<file path="config.mk">
export PLATFORM = sky130hd
export DESIGN_NAME = ps2_input_decoder
export DESIGN_NICKNAME = d
export VERILOG_FILES = /design/src/rtl/ps2d_pkg.sv /design/src/rtl/ps2d_mouse.sv /design/src/rtl/ps2d_keys.sv /design/src/rtl/ps2_input_decoder.sv
export SDC_FILE = /design/constraint.sdc
export NUM_CORES = 1
export LEC_CHECK = 0
export ABC_CLOCK_PERIOD_IN_PS = 4310
export BUFFER_PORTS_ARGS = -buffer_cell sky130_fd_sc_hd__buf_4
export CELL_PAD_IN_SITES_DETAIL_PLACEMENT = 0
export CELL_PAD_IN_SITES_GLOBAL_PLACEMENT = 1
export CORE_MARGIN = 2
export CORE_UTILIZATION = 45
export DETAILED_ROUTE_END_ITERATION = 7
export PLACE_DENSITY_LB_ADDON = 0.12
export SLEW_MARGIN = 0
export SYNTH_ARGS = -nofsm -noshare
export SYNTH_HDL_FRONTEND = slang
export SYNTH_SLANG_ARGS = --single-unit
</file>
<file path="constraint.sdc">
create_clock -name clk -period 4.31 [get_ports clk]
set_input_delay 1.293 -clock clk [delete_from_list [all_inputs] [get_ports clk]]
set_output_delay 1.293 -clock clk [all_outputs]
set_load 0.1 [all_outputs]
</file>
<file path="src/rtl/ps2d_pkg.sv">
package ps2d_pkg;

    localparam int unsigned COORD_W = 10;
    localparam int unsigned CHAR_W  = 7;
    localparam int unsigned CFG_IDX_W = 2;

    localparam logic [CFG_IDX_W-1:0] CFG_X_MAX = 2'd0;
    localparam logic [CFG_IDX_W-1:0] CFG_Y_MAX = 2'd1;

    localparam logic [COORD_W-1:0] X_MAX_RESET = 10'd600;
    localparam logic [COORD_W-1:0] Y_MAX_RESET = 10'd400;
    localparam logic [COORD_W-1:0] POS_X_RESET = 10'd400;
    localparam logic [COORD_W-1:0] POS_Y_RESET = 10'd300;

    localparam logic EV_KEY     = 1'b0;
    localparam logic EV_POINTER = 1'b1;

    typedef enum logic [1:0] {
        PH_FLAGS = 2'd0,
        PH_DX    = 2'd1,
        PH_DY    = 2'd2,
        PH_SPARE = 2'd3
    } phase_t;

    // Scancode set 1 to ASCII, US layout
    function automatic logic [CHAR_W-1:0] key_lookup(input logic [6:0] code);
        logic [CHAR_W-1:0] c;
        begin
            c = '0;
            unique case (code)
                7'd1:  c = 7'h1b;
                7'd2:  c = 7'h31;
                7'd3:  c = 7'h32;
                7'd4:  c = 7'h33;
                7'd5:  c = 7'h34;
                7'd6:  c = 7'h35;
                7'd7:  c = 7'h36;
                7'd8:  c = 7'h37;
                7'd9:  c = 7'h38;
                7'd10: c = 7'h39;
                7'd11: c = 7'h30;
                7'd12: c = 7'h2d;
                7'd13: c = 7'h3d;
                7'd14: c = 7'h08;
                7'd15: c = 7'h09;
                7'd16: c = 7'h71;
                7'd17: c = 7'h77;
                7'd18: c = 7'h65;
                7'd19: c = 7'h72;
                7'd20: c = 7'h74;
                7'd21: c = 7'h79;
                7'd22: c = 7'h75;
                7'd23: c = 7'h69;
                7'd24: c = 7'h6f;
                7'd25: c = 7'h70;
                7'd26: c = 7'h5b;
                7'd27: c = 7'h5d;
                7'd28: c = 7'h0a;
                7'd30: c = 7'h61;
                7'd31: c = 7'h73;
                7'd32: c = 7'h64;
                7'd33: c = 7'h66;
                7'd34: c = 7'h67;
                7'd35: c = 7'h68;
                7'd36: c = 7'h6a;
                7'd37: c = 7'h6b;
                7'd38: c = 7'h6c;
                7'd39: c = 7'h3b;
                7'd40: c = 7'h27;
                7'd41: c = 7'h60;
                7'd43: c = 7'h5c;
                7'd44: c = 7'h7a;
                7'd45: c = 7'h78;
                7'd46: c = 7'h63;
                7'd47: c = 7'h76;
                7'd48: c = 7'h62;
                7'd49: c = 7'h6e;
                7'd50: c = 7'h6d;
                7'd51: c = 7'h2c;
                7'd52: c = 7'h2e;
                7'd53: c = 7'h2f;
                7'd55: c = 7'h2a;
                7'd57: c = 7'h20;
                default: c = '0;
            endcase
            return c;
        end
    endfunction

endpackage

</file>
<file path="src/rtl/ps2d_mouse.sv">
module ps2d_mouse
    import ps2d_pkg::*;
(
    input  logic               clk,
    input  logic               rst_n,
    input  logic               step,
    input  logic [7:0]         data_byte,
    input  logic [COORD_W-1:0] x_max,
    input  logic [COORD_W-1:0] y_max,
    output logic               emit,
    output logic [COORD_W-1:0] new_x,
    output logic [COORD_W-1:0] new_y
);

    phase_t             phase_reg, phase_next;
    logic [7:0]         held_dx_reg;
    logic [COORD_W-1:0] pos_x_reg, pos_y_reg;

    logic signed [COORD_W+1:0] nx, ny;

    always_comb
    begin
        nx = $signed({2'b00, pos_x_reg}) + $signed({{(COORD_W-6){held_dx_reg[7]}}, held_dx_reg});
        ny = $signed({2'b00, pos_y_reg}) - $signed({{(COORD_W-6){data_byte[7]}}, data_byte});
        if (nx[COORD_W+1])
            new_x = '0;
        else if (nx[COORD_W:0] > {1'b0, x_max})
            new_x = x_max;
        else
            new_x = nx[COORD_W-1:0];
        if (ny[COORD_W+1])
            new_y = '0;
        else if (ny[COORD_W:0] > {1'b0, y_max})
            new_y = y_max;
        else
            new_y = ny[COORD_W-1:0];
    end

    assign emit = (phase_reg == PH_DY);

    always_comb
    begin
        unique case (phase_reg)
            PH_DX:   phase_next = PH_DY;
            PH_DY:   phase_next = PH_FLAGS;
            default: phase_next = PH_DX;
        endcase
    end

    always_ff @(posedge clk or negedge rst_n)
    begin
        if (!rst_n)
        begin
            phase_reg   <= PH_FLAGS;
            held_dx_reg <= '0;
            pos_x_reg   <= POS_X_RESET;
            pos_y_reg   <= POS_Y_RESET;
        end
        else if (step)
        begin
            phase_reg <= phase_next;
            if (phase_reg == PH_DX)
                held_dx_reg <= data_byte;
            if (phase_reg == PH_DY)
            begin
                pos_x_reg <= new_x;
                pos_y_reg <= new_y;
            end
        end
    end

endmodule

</file>
<file path="src/rtl/ps2d_keys.sv">
module ps2d_keys
    import ps2d_pkg::*;
(
    input  logic              clk,
    input  logic              rst_n,
    input  logic              step,
    input  logic [7:0]        data_byte,
    output logic              emit,
    output logic [CHAR_W-1:0] key_char
);

    logic [7:0] last_code_reg;

    assign emit     = !data_byte[7] && (data_byte != last_code_reg);
    assign key_char = key_lookup(data_byte[6:0]);

    always_ff @(posedge clk or negedge rst_n)
    begin
        if (!rst_n)
            last_code_reg <= '0;
        else if (step)
            last_code_reg <= data_byte;
    end

endmodule

</file>
<file path="src/rtl/ps2_input_decoder.sv">
// PS/2 byte decoder. Each input word is one byte from the controller, tagged
// byte_ready and from_aux (mouse). Mouse bytes form three-byte packets; the
// third byte moves the pointer and yields a pointer word clamped to
// 0..x_max / 0..y_max. Keyboard bytes are scancode set 1: break codes and
// repeated make codes give no output, other make codes give an ASCII word
// from a fixed US keymap (unmapped codes give 0). One word is taken per
// cycle; a word passes an input register and, if it yields output, the
// result register, whose valid flag is out_valid. A result that is not
// taken holds back the next word that yields output. The config port is
// always ready and should only be written while the block is idle.
module ps2_input_decoder
    import ps2d_pkg::*;
(
    input  logic                 clk,
    input  logic                 rst_n,
    input  logic                 in_valid,
    output logic                 in_ready,
    input  logic                 byte_ready,
    input  logic                 from_aux,
    input  logic [7:0]           data_byte,
    output logic                 out_valid,
    input  logic                 out_ready,
    output logic                 event_kind,
    output logic [CHAR_W-1:0]    key_char,
    output logic [COORD_W-1:0]   pointer_x,
    output logic [COORD_W-1:0]   pointer_y,
    input  logic                 cfg_valid,
    output logic                 cfg_ready,
    input  logic [CFG_IDX_W-1:0] cfg_index,
    input  logic [COORD_W-1:0]   cfg_data
);

    logic                 iv_reg;
    logic                 rdy_reg, aux_reg;
    logic [7:0]           byte_reg;
    logic [COORD_W-1:0]   x_max_reg, y_max_reg;

    logic                 ov_reg, kind_reg;
    logic [CHAR_W-1:0]    char_reg;
    logic [COORD_W-1:0]   px_reg, py_reg;

    logic                 m_emit, k_emit, produce, out_free, advance;
    logic                 m_step, k_step;
    logic [COORD_W-1:0]   m_x, m_y;
    logic [CHAR_W-1:0]    k_char;

    assign produce  = rdy_reg && (aux_reg ? m_emit : k_emit);
    assign out_free = !ov_reg || out_ready;
    assign advance  = iv_reg && (!produce || out_free);
    assign in_ready = !iv_reg || advance;
    assign m_step   = advance && rdy_reg && aux_reg;
    assign k_step   = advance && rdy_reg && !aux_reg;
    assign cfg_ready = 1'b1;

    ps2d_mouse u_mouse
    (
        .clk       (clk),
        .rst_n     (rst_n),
        .step      (m_step),
        .data_byte (byte_reg),
        .x_max     (x_max_reg),
        .y_max     (y_max_reg),
        .emit      (m_emit),
        .new_x     (m_x),
        .new_y     (m_y)
    );

    ps2d_keys u_keys
    (
        .clk       (clk),
        .rst_n     (rst_n),
        .step      (k_step),
        .data_byte (byte_reg),
        .emit      (k_emit),
        .key_char  (k_char)
    );

    always_ff @(posedge clk or negedge rst_n)
    begin
        if (!rst_n)
        begin
            iv_reg    <= 1'b0;
            ov_reg    <= 1'b0;
            x_max_reg <= X_MAX_RESET;
            y_max_reg <= Y_MAX_RESET;
        end
        else
        begin
            if (in_ready)
                iv_reg <= in_valid;
            if (advance && produce)
                ov_reg <= 1'b1;
            else if (out_ready)
                ov_reg <= 1'b0;
            if (cfg_valid && cfg_index == CFG_X_MAX)
                x_max_reg <= cfg_data;
            if (cfg_valid && cfg_index == CFG_Y_MAX)
                y_max_reg <= cfg_data;
        end
    end

    always_ff @(posedge clk)
    begin
        if (in_ready && in_valid)
        begin
            rdy_reg  <= byte_ready;
            aux_reg  <= from_aux;
            byte_reg <= data_byte;
        end
        if (advance && produce)
        begin
            kind_reg <= aux_reg ? EV_POINTER : EV_KEY;
            char_reg <= aux_reg ? '0 : k_char;
            px_reg   <= aux_reg ? m_x : '0;
            py_reg   <= aux_reg ? m_y : '0;
        end
    end

    assign out_valid  = ov_reg;
    assign event_kind = kind_reg;
    assign key_char   = char_reg;
    assign pointer_x  = px_reg;
    assign pointer_y  = py_reg;

endmodule
</file>
* Yosys cells after proc, flatten, opt, wreduce, memory -nomap -nowiden
Memories as Yosys holds them, arrays and structs flattened. A register that Yosys moved wholly into a read port is not among the register bits.
Index checks and enable logic that the tools add are counted.
** Operators by class
- Add/subtract/negate cells :: 2
- $lt $le $gt $ge :: 2
- Equality and inequality tests :: 4
- Mux-type cells :: 9
- Reductions and logical operators :: 23
** Operators by type and width (number)
- two-way mux 10 bit :: 4
- > comparator 11 x 10 -> 1 bit :: 2
- adder 11 x 8 -> 12 bit :: 1
- subtractor 11 x 8 -> 12 bit :: 1
- logical AND 1 bit :: 10
- inequality test 8 bit :: 1
- zero test 1 bit :: 5
- equality test 2 x 1 -> 1 bit, second input constant :: 2
- two-way mux 1 bit :: 4
- one-hot mux 2 bit (2 select lines) :: 1
- AND reduction 2 bit :: 2
- logical OR 1 bit :: 3
- equality test 2 bit, second input constant :: 1
- zero test 2 bit :: 1
- nonzero test 2 bit :: 1
- OR reduction 2 bit :: 1
** Storage, ports and cells
- Register bits :: 91
- Memory bits (read-only) :: 448
- Input bits :: 27
- Logic and storage cells :: 56
- Memories :: 1
** Memory list
- (name not given) :: words 64, width 7, rd ports 1, clocked after Yosys merged registers in 1, write ports 0, RTL line ps2d_pkg.sv:30 : unique case (code)

* Logic depth before layout (Yosys ltp)
Gate-level depths: netlist (run 1).
- Depth in word-level cells :: 10
- Depth in mapped cells :: 18
- Mapped depth without buffers :: 17

* Modules after synthesis
Synthesis (run 1) repeated with hierarchy kept, for this count alone.
** Second synthesis, totals
- Cells, all modules :: 634
- Area, all modules :: 6457.4 µm²
** By module, submodules not included
- ps2d_mouse :: times used 1, cells each 360, area each 2955.3 µm², sequential area each 759.5 µm²
- ps2_input_decoder :: times used 1, cells each 129, area each 2279.7 µm², sequential area each 1700.4 µm²
- ps2d_keys :: times used 1, cells each 145, area each 1222.4 µm², sequential area each 200.2 µm²

* Least setup slack after synthesis (run 1)
No wires, ideal clock.
- Path kind :: in2out
- Start point :: in out_ready
- End point :: out in_ready
- Arrival :: 2.480 ns
- Data required time :: 3.017 ns
- Path slack :: 0.537 ns
- Stages :: 2
- Buffers on the path :: 0
- Cell sequence :: nor3b_2 > nand3b_1
** Between the ends
- Longest elaborated chain between the ends :: 4
** Ends and longest elaborated chain
- start, declared :: RTL line ps2_input_decoder.sv:22 : input logic out_ready,
- logical OR 1 bit :: RTL line ps2_input_decoder.sv:48 : assign out_free = !ov_reg || out_ready;
- logical OR 1 bit :: RTL line ps2_input_decoder.sv:49 : assign advance = iv_reg && (!produce || out_free);
- logical AND 1 bit :: RTL line ps2_input_decoder.sv:49
- logical OR 1 bit :: RTL line ps2_input_decoder.sv:50 : assign in_ready = !iv_reg || advance;
- end, declared :: RTL line ps2_input_decoder.sv:17 : output logic in_ready,
Every way passes these cells.

* Worst setup path after layout (run 1)
- Start point :: reg byte_reg[3]
- End point :: reg py_reg[0], in the netlist pointer_y[0], data pin
** Between the ends
- Longest elaborated chain between the ends :: 4
** Ends and longest elaborated chain
- start, declared :: RTL line ps2_input_decoder.sv:35 : logic [7:0] byte_reg;
- start signal, assigned :: RTL line ps2_input_decoder.sv:108 : byte_reg <= data_byte;
- subtractor 11 x 8 -> 12 bit (*) :: RTL line ps2d_mouse.sv:24 : ny = $signed({2'b00, pos_y_reg}) - $signed({{(COORD_W-6){data_byte[7]}}, data_byte});
- > comparator 11 x 10 -> 1 bit :: RTL line ps2d_mouse.sv:33 : else if (ny[COORD_W:0] > {1'b0, y_max})
- two-way mux 10 bit :: RTL line ps2d_mouse.sv:33
- two-way mux 10 bit (*) :: RTL line ps2d_mouse.sv:31 : if (ny[COORD_W+1])
- end signal, assigned :: RTL line ps2_input_decoder.sv:115 : py_reg <= aux_reg ? m_y : '0;
- end, declared :: RTL line ps2_input_decoder.sv:40 : logic [COORD_W-1:0] px_reg, py_reg;
Mark *: on every way between the ends. The rest lies on a longest branch, timed or not.
A chain may end at the register's enable or synchronous reset.

==> results of run 1 <==
## critical path, stage by stage, from the launching register on
cell      delay (ns)
edfxtp_1        0.40
inv_1           0.37
ha_1            0.35
o21ai_1         0.09
a21oi_1         0.09
o41ai_2         0.45
o21ai_1         0.18
xnor2_1         0.17
ha_1            0.34
nand4_1         0.16
o32ai_1         0.25
o32a_2          0.23
nand2_8         0.11
mux2i_1         0.28
nor2_1          0.07
## power groups by stage
| stage | registers (mW) | logic, mW | clock network [mW] |
|---|---|---|---|
| CTS | 1.34 | 2.15 | 0.829 |
| global placement | 1.35 | 2.09 | 0 |
| floorplan | 1.46 | 1.53 | 0 |
| detailed placement | 1.36 | 2.13 | 0 |
| finish | 1.34 | 2.13 | 0.803 |
| global route | 1.36 | 2.41 | 0.873 |
## cell type report
class | instances | area [um^2]
inverter | 44 | 165
multi-input combinational | 415 | 3030
timing repair buffer | 72 | 541
clock buffer | 9 | 225
tap | 172 | 215
sequential | 98 | 2660
fill | 1162 | 5820
clock inverter | 7 | 67.6
## stage by stage
stage / hold slack [ns] / setup slack, ns / util, % / cells / power, mW
after global placement: 0.461 / 0.557 / 51.9 / 801 / 3.44
after detailed placement: 0.461 / 0.550 / 51.9 / 801 / 3.49
after CTS: 0.471 / 0.517 / 54.2 / 817 / 4.32
after floorplan: 0.424 / 0.537 / - / 578 / 2.99
final: 0.467 / 0.493 / 54.2 / 817 / 4.28
after global routing: 0.498 / 0.189 / 54.2 / 817 / 4.64
## per-layer routing
| metal | part of all wire (%) | vias up | routed length, um | track usage [%] |
|---|---|---|---|---|
| met5 | 0 | - | 0 | 0 |
| met3 | 4.4 | 19 | 626 | 4.02 |
| met2 | 49 | 104 | 6920 | 35.1 |
| li1 | - | 2193 | - | - |
| met1 | 45 | 2116 | 6410 | 28.7 |
| met4 | 1.7 | 0 | 248 | 7.66 |
## synth_stat cells, drive strengths merged, types with 4 or more instances
library cell / n
nand3b: 4
dfstp: 14
o21ai: 56
buf: 4
a211oi: 14
nand2: 50
clkbuf: 17
mux2i: 26
a21oi: 33
nor2: 49
nand4: 4
o31ai: 4
xor2: 9
xnor2: 15
edfxtp: 38
mux2: 19
nand3: 4
dfrtp: 46
o22ai: 8
ha: 54
inv: 43
a31oi: 5
a21o: 6
nor2b: 6
nor3: 6
## how the worst min path moves through the flow
stage	from	end	slack (ns)
after global placement	u_mouse.pos_y_reg[3]$_DFFE_PN1P_	u_mouse.pos_y_reg[3]$_DFFE_PN1P_	0.46
after CTS	u_mouse.pos_y_reg[8]$_DFFE_PN1P_	u_mouse.pos_y_reg[8]$_DFFE_PN1P_	0.47
after detailed placement	u_mouse.pos_y_reg[3]$_DFFE_PN1P_	u_mouse.pos_y_reg[3]$_DFFE_PN1P_	0.46
after global routing	u_mouse.pos_y_reg[8]$_DFFE_PN1P_	u_mouse.pos_y_reg[8]$_DFFE_PN1P_	0.50
final	u_mouse.pos_y_reg[8]$_DFFE_PN1P_	u_mouse.pos_y_reg[8]$_DFFE_PN1P_	0.47
after floorplan	aux_reg$_DFFE_PP_	event_kind$_DFFE_PP_	0.42
## cell families after synthesis
family	after synthesis	synth area share, %
AO/OA/AOI/OAI	148	15.5
other	1	0.0632
flip-flops	98	44.8
buffers and inverters	65	4.28
AND/OR/NAND/NOR	139	10.9
multiplexers	47	8.75
XOR/XNOR	24	3.54
adder cells (fa/ha/maj)	56	12.1
==> results.cfg, run 1 <==
[timing]
fmax_mhz = 262
rsz0062_at_grt = false
fin_skew_ns = 0.0102
fin_crit_sh_pct = 88.6
max_slew_margin_pct = 46.2
fin_tns_setup_ns = 0
min_period_ns = 3.82
drv_slew = 0
hold_viol_final = 0
tightest_slew_ns = 0.807
setup_violations = 0

[yosys]
yosys_most_used_dff = dfrtp_1
async_reset_ff_share_pct = 61.2
syn_inst = 578
ys_seq_elements = 98
ys_types = 59
synth_top_area_cell = dfrtp_1
syn-num-nets = 661
avgSynthCellArea_um2 = 10.3
yosysTopAreaCellShare_pct = 19.4
synth_edf_count = 38
synth_area_um2 = 5930
yosysSeqAreaShare_pct = 44.8
yosysWarnings = 0
ys_top_cells_by_area = dfrtp_1, edfxtp_1, ha_1, dfstp_2, mux2i_1

[drt]
first_pass_iters = 4
drtIter0Drc = 221
wirelength_um = 14200
ant_nets = 0
vias = 4432
drc_errors = 0
vias_per_cell = 5.42
wire_per_inst_um = 17.4

[job]
drv_cap = 0

[power]
combPwrFrac_pct = 49.9
swShare_pct = 41.6
vdd_drop_max_mv = 0.252
p_int_mw = 2.50
p_leak_nw = 3.05
power_density_nw_per_um2 = 619
p_sw_mw = 1.78
clock_power_share_pct = 18.8
seqPwrFrac_pct = 31.3

[final_layout]
layout_commonest_cell = buf_4
final_nets = 723
final_area_um2 = 6900
diodes = 0
final_cell_mix = buf_4, ha_1, nand2_1
layout-area-overhead-vs-synth_pct = 16.3
layout-drive-gt1-share_pct = 20.9

[clock_network]
clk_latency_ns = 0.36
post_cts_resize_count = 0
cts_tree = built
cts_made_buffers = 9
cts-root-buf = clkbuf_16
cts_buffer_depth = 2
htreeDepth = 3
postCtsSetupBuffers = 0
clk_pin_slew_ns = 0.07
ctsHoldBuffers = 0
clock-sinks = 98

[worst_setup_path]
crit_type = reg -> reg
endpoint = pointer_y[0]$_SDFFCE_PN0P_
timing.reg2reg.setup_slack_ns = 0.49
crit_path_end_kind = flop
r2r_cells = 14
cp_data_required_time_ns = 4.41
crit_start = byte_reg[3]$_DFFE_PP_
worstReg2RegEnd = pointer_y[0]$_SDFFCE_PN0P_
critical_path.max_fanout = 11
reg2reg_from = byte_reg[3]$_DFFE_PP_
arrival_ns = 3.92
start_kind = flop

[die]
row_count = 41
coreArea_um2 = 12700
initial_utilization_pct = 46.6
die_area_um2 = 14100
die_w_um = 119
die_h_um = 119
num_io_pins = 58

[global_routing]
gr-total-overflow = 0
grt_pass1_vias = 4540
antenna_found_initial = 0
grt_use_total_pct = 21.5
grt_pass1_wl_um = 23700
grt_max_degree = 61

[placed_design]
gp_congestion = 0.832
hpwl_um = 10500
dpl-instance-area_um2 = 6610
io_buffers = 56

[min_path]
hp-class = reg -> reg
worstHoldPathCells = 2

[outcome]
outcome = completed
No activity file was read; power rests on OpenSTA's default activity.
==> run 2, diff against run 1 <==
Settings changed: MAX_ROUTING_LAYER set to met4.
==> run 2 against run 1 <==
Compared with the run above: clock power down 2.5%; wire length increased by 0.25%; sequential power barely moved; first-iteration DRC count is 13% lower; register-to-register slack improved by 0.11 ns; clock skew about the same; critical path type unchanged; largest cell class unchanged.
==> results.cfg, run 2 (synthesis gave the netlist of run 1 again) <==
[clock_network]
post_cts_resize_count = 0
clock-sinks = 98
htreeDepth = 3
ctsHoldBuffers = 0
postCtsSetupBuffers = 0
cts-root-buf = clkbuf_16
clk_latency_ns = 0.35
cts_tree = built
clk_pin_slew_ns = 0.07
cts_buffer_depth = 2
cts_made_buffers = 9

[drt]
first_pass_iters = 4
ant_nets = 0
drtIter0Drc = 193
vias_per_cell = 5.42
wirelength_um = 14200
wire_per_inst_um = 17.4
drc_errors = 0
vias = 4425

[worst_setup_path]
crit_path_end_kind = flop
cpPeakStageDelay_ns = 0.42
start_kind = flop
crit_type = reg -> reg
critical_path.max_fanout = 11
cp_num_buf_inv = 1
cp_cell_sequence = inv_1 -> ha_1 -> o21ai_1 -> a21oi_1 -> o41ai_2 -> o21ai_1 -> xnor2_1 -> ha_1 -> nand4_1 -> o32ai_1 -> o32a_2 -> nand2_8 -> mux2i_1 -> nor2_1
critical_path.top_delay_family = compound AO/OA/AOI/OAI gates
cp_data_required_time_ns = 4.40
crit_slowest_cell = o41ai_2
arrival_ns = 3.80

[die]
num_io_pins = 58
row_count = 41
die_w_um = 119
initial_utilization_pct = 46.6
die_h_um = 119
coreArea_um2 = 12700
die_area_um2 = 14100

[timing]
drv_slew = 0
hold_viol_final = 0
fin_crit_sh_pct = 86.0
fin_tns_setup_ns = 0
setup_violations = 0
fin_skew_ns = 0.00982
fmax_mhz = 270
min_period_ns = 3.70
tightest_slew_ns = 0.854
rsz0062_at_grt = false
max_slew_margin_pct = 42.8
setup_ws_ns = 0.605

[final_layout]
final_area_um2 = 6900
final_nets = 722
layout-drive-gt1-share_pct = 20.7
layout-area-overhead-vs-synth_pct = 16.2
layout_commonest_cell = buf_4
diodes = 0
final_cell_mix = buf_4, ha_1, nand2_1

[power]
power_density_nw_per_um2 = 616
vdd_drop_max_mv = 0.244
p_leak_nw = 3.04

[outcome]
outcome = completed

[placed_design]
dp_slack_ns = 0.554
io_buffers = 56
dpl-instance-area_um2 = 6610
gp_congestion = 0.871
hpwl_um = 10500

[global_routing]
grt_pass1_wl_um = 23500
grt_max_degree = 61
antenna_found_initial = 0
gr-total-overflow = 0
grt_use_total_pct = 21.8
grt_pass1_vias = 4490

[job]
drv_cap = 0

[min_path]
hp-class = reg -> reg
run 2: worst paths after layout:
check	start	end	slack (ns)	depth (start not counted)
max in group asynchronous	rst_n	x_max_reg[7]$_DFFE_PN0P_	2.75	1
min reg2reg	u_mouse.pos_y_reg[3]$_DFFE_PN1P_	u_mouse.pos_y_reg[3]$_DFFE_PN1P_	0.47	2
min	u_mouse.pos_y_reg[3]$_DFFE_PN1P_	u_mouse.pos_y_reg[3]$_DFFE_PN1P_	0.47	2
max reg2reg	byte_reg[3]$_DFFE_PP_	pointer_y[0]$_SDFFCE_PN0P_	0.61	14
min in group asynchronous	rst_n	u_mouse.pos_y_reg[7]$_DFFE_PN0P_	1.01	1
max	byte_reg[3]$_DFFE_PP_	pointer_y[0]$_SDFFCE_PN0P_	0.61	14
run 2: worst min-delay path, stage by stage (launching register included):
cell     delay (ns)
dfstp_2        0.37
nand2_1        0.04
o21ai_1        0.05
run 2: cell type report:
type,count,area (um^2)
Fill cell,1202,5830
Multi-Input combinational cell,415,3030
Timing Repair Buffer,71,546
Inverter,44,165
Clock inverter,7,57.6
Clock buffer,9,225
Sequential cell,98,2660
Tap cell,172,215
run 2: where the power goes:
part / switching (mW) / internal (mW)
logic: 1.24 / 0.885
registers: 0.138 / 1.21
clock network: 0.382 / 0.401
total: 1.76 / 2.49
run 2: metal layers:
metal  GRT usage (%)  routed length, um  part of all wire [%]
met4            6.55                195                   1.4
met2            35.3               6890                    48
met5               -                  0                     0
met3            3.11                443                   3.1
met1            28.7               6700                    47
run 2: metrics by stage:
stage | cells | hold slack [ns] | power (mW) | util [%]
after floorplan | 578 | 0.424 | 2.99 | -
after global placement | 800 | 0.461 | 3.45 | 52.0
after detailed placement | 800 | 0.461 | 3.49 | 52.0
after CTS | 816 | 0.471 | 4.28 | 54.2
after global routing | 816 | 0.490 | 4.60 | 54.2
final | 816 | 0.471 | 4.25 | 54.2
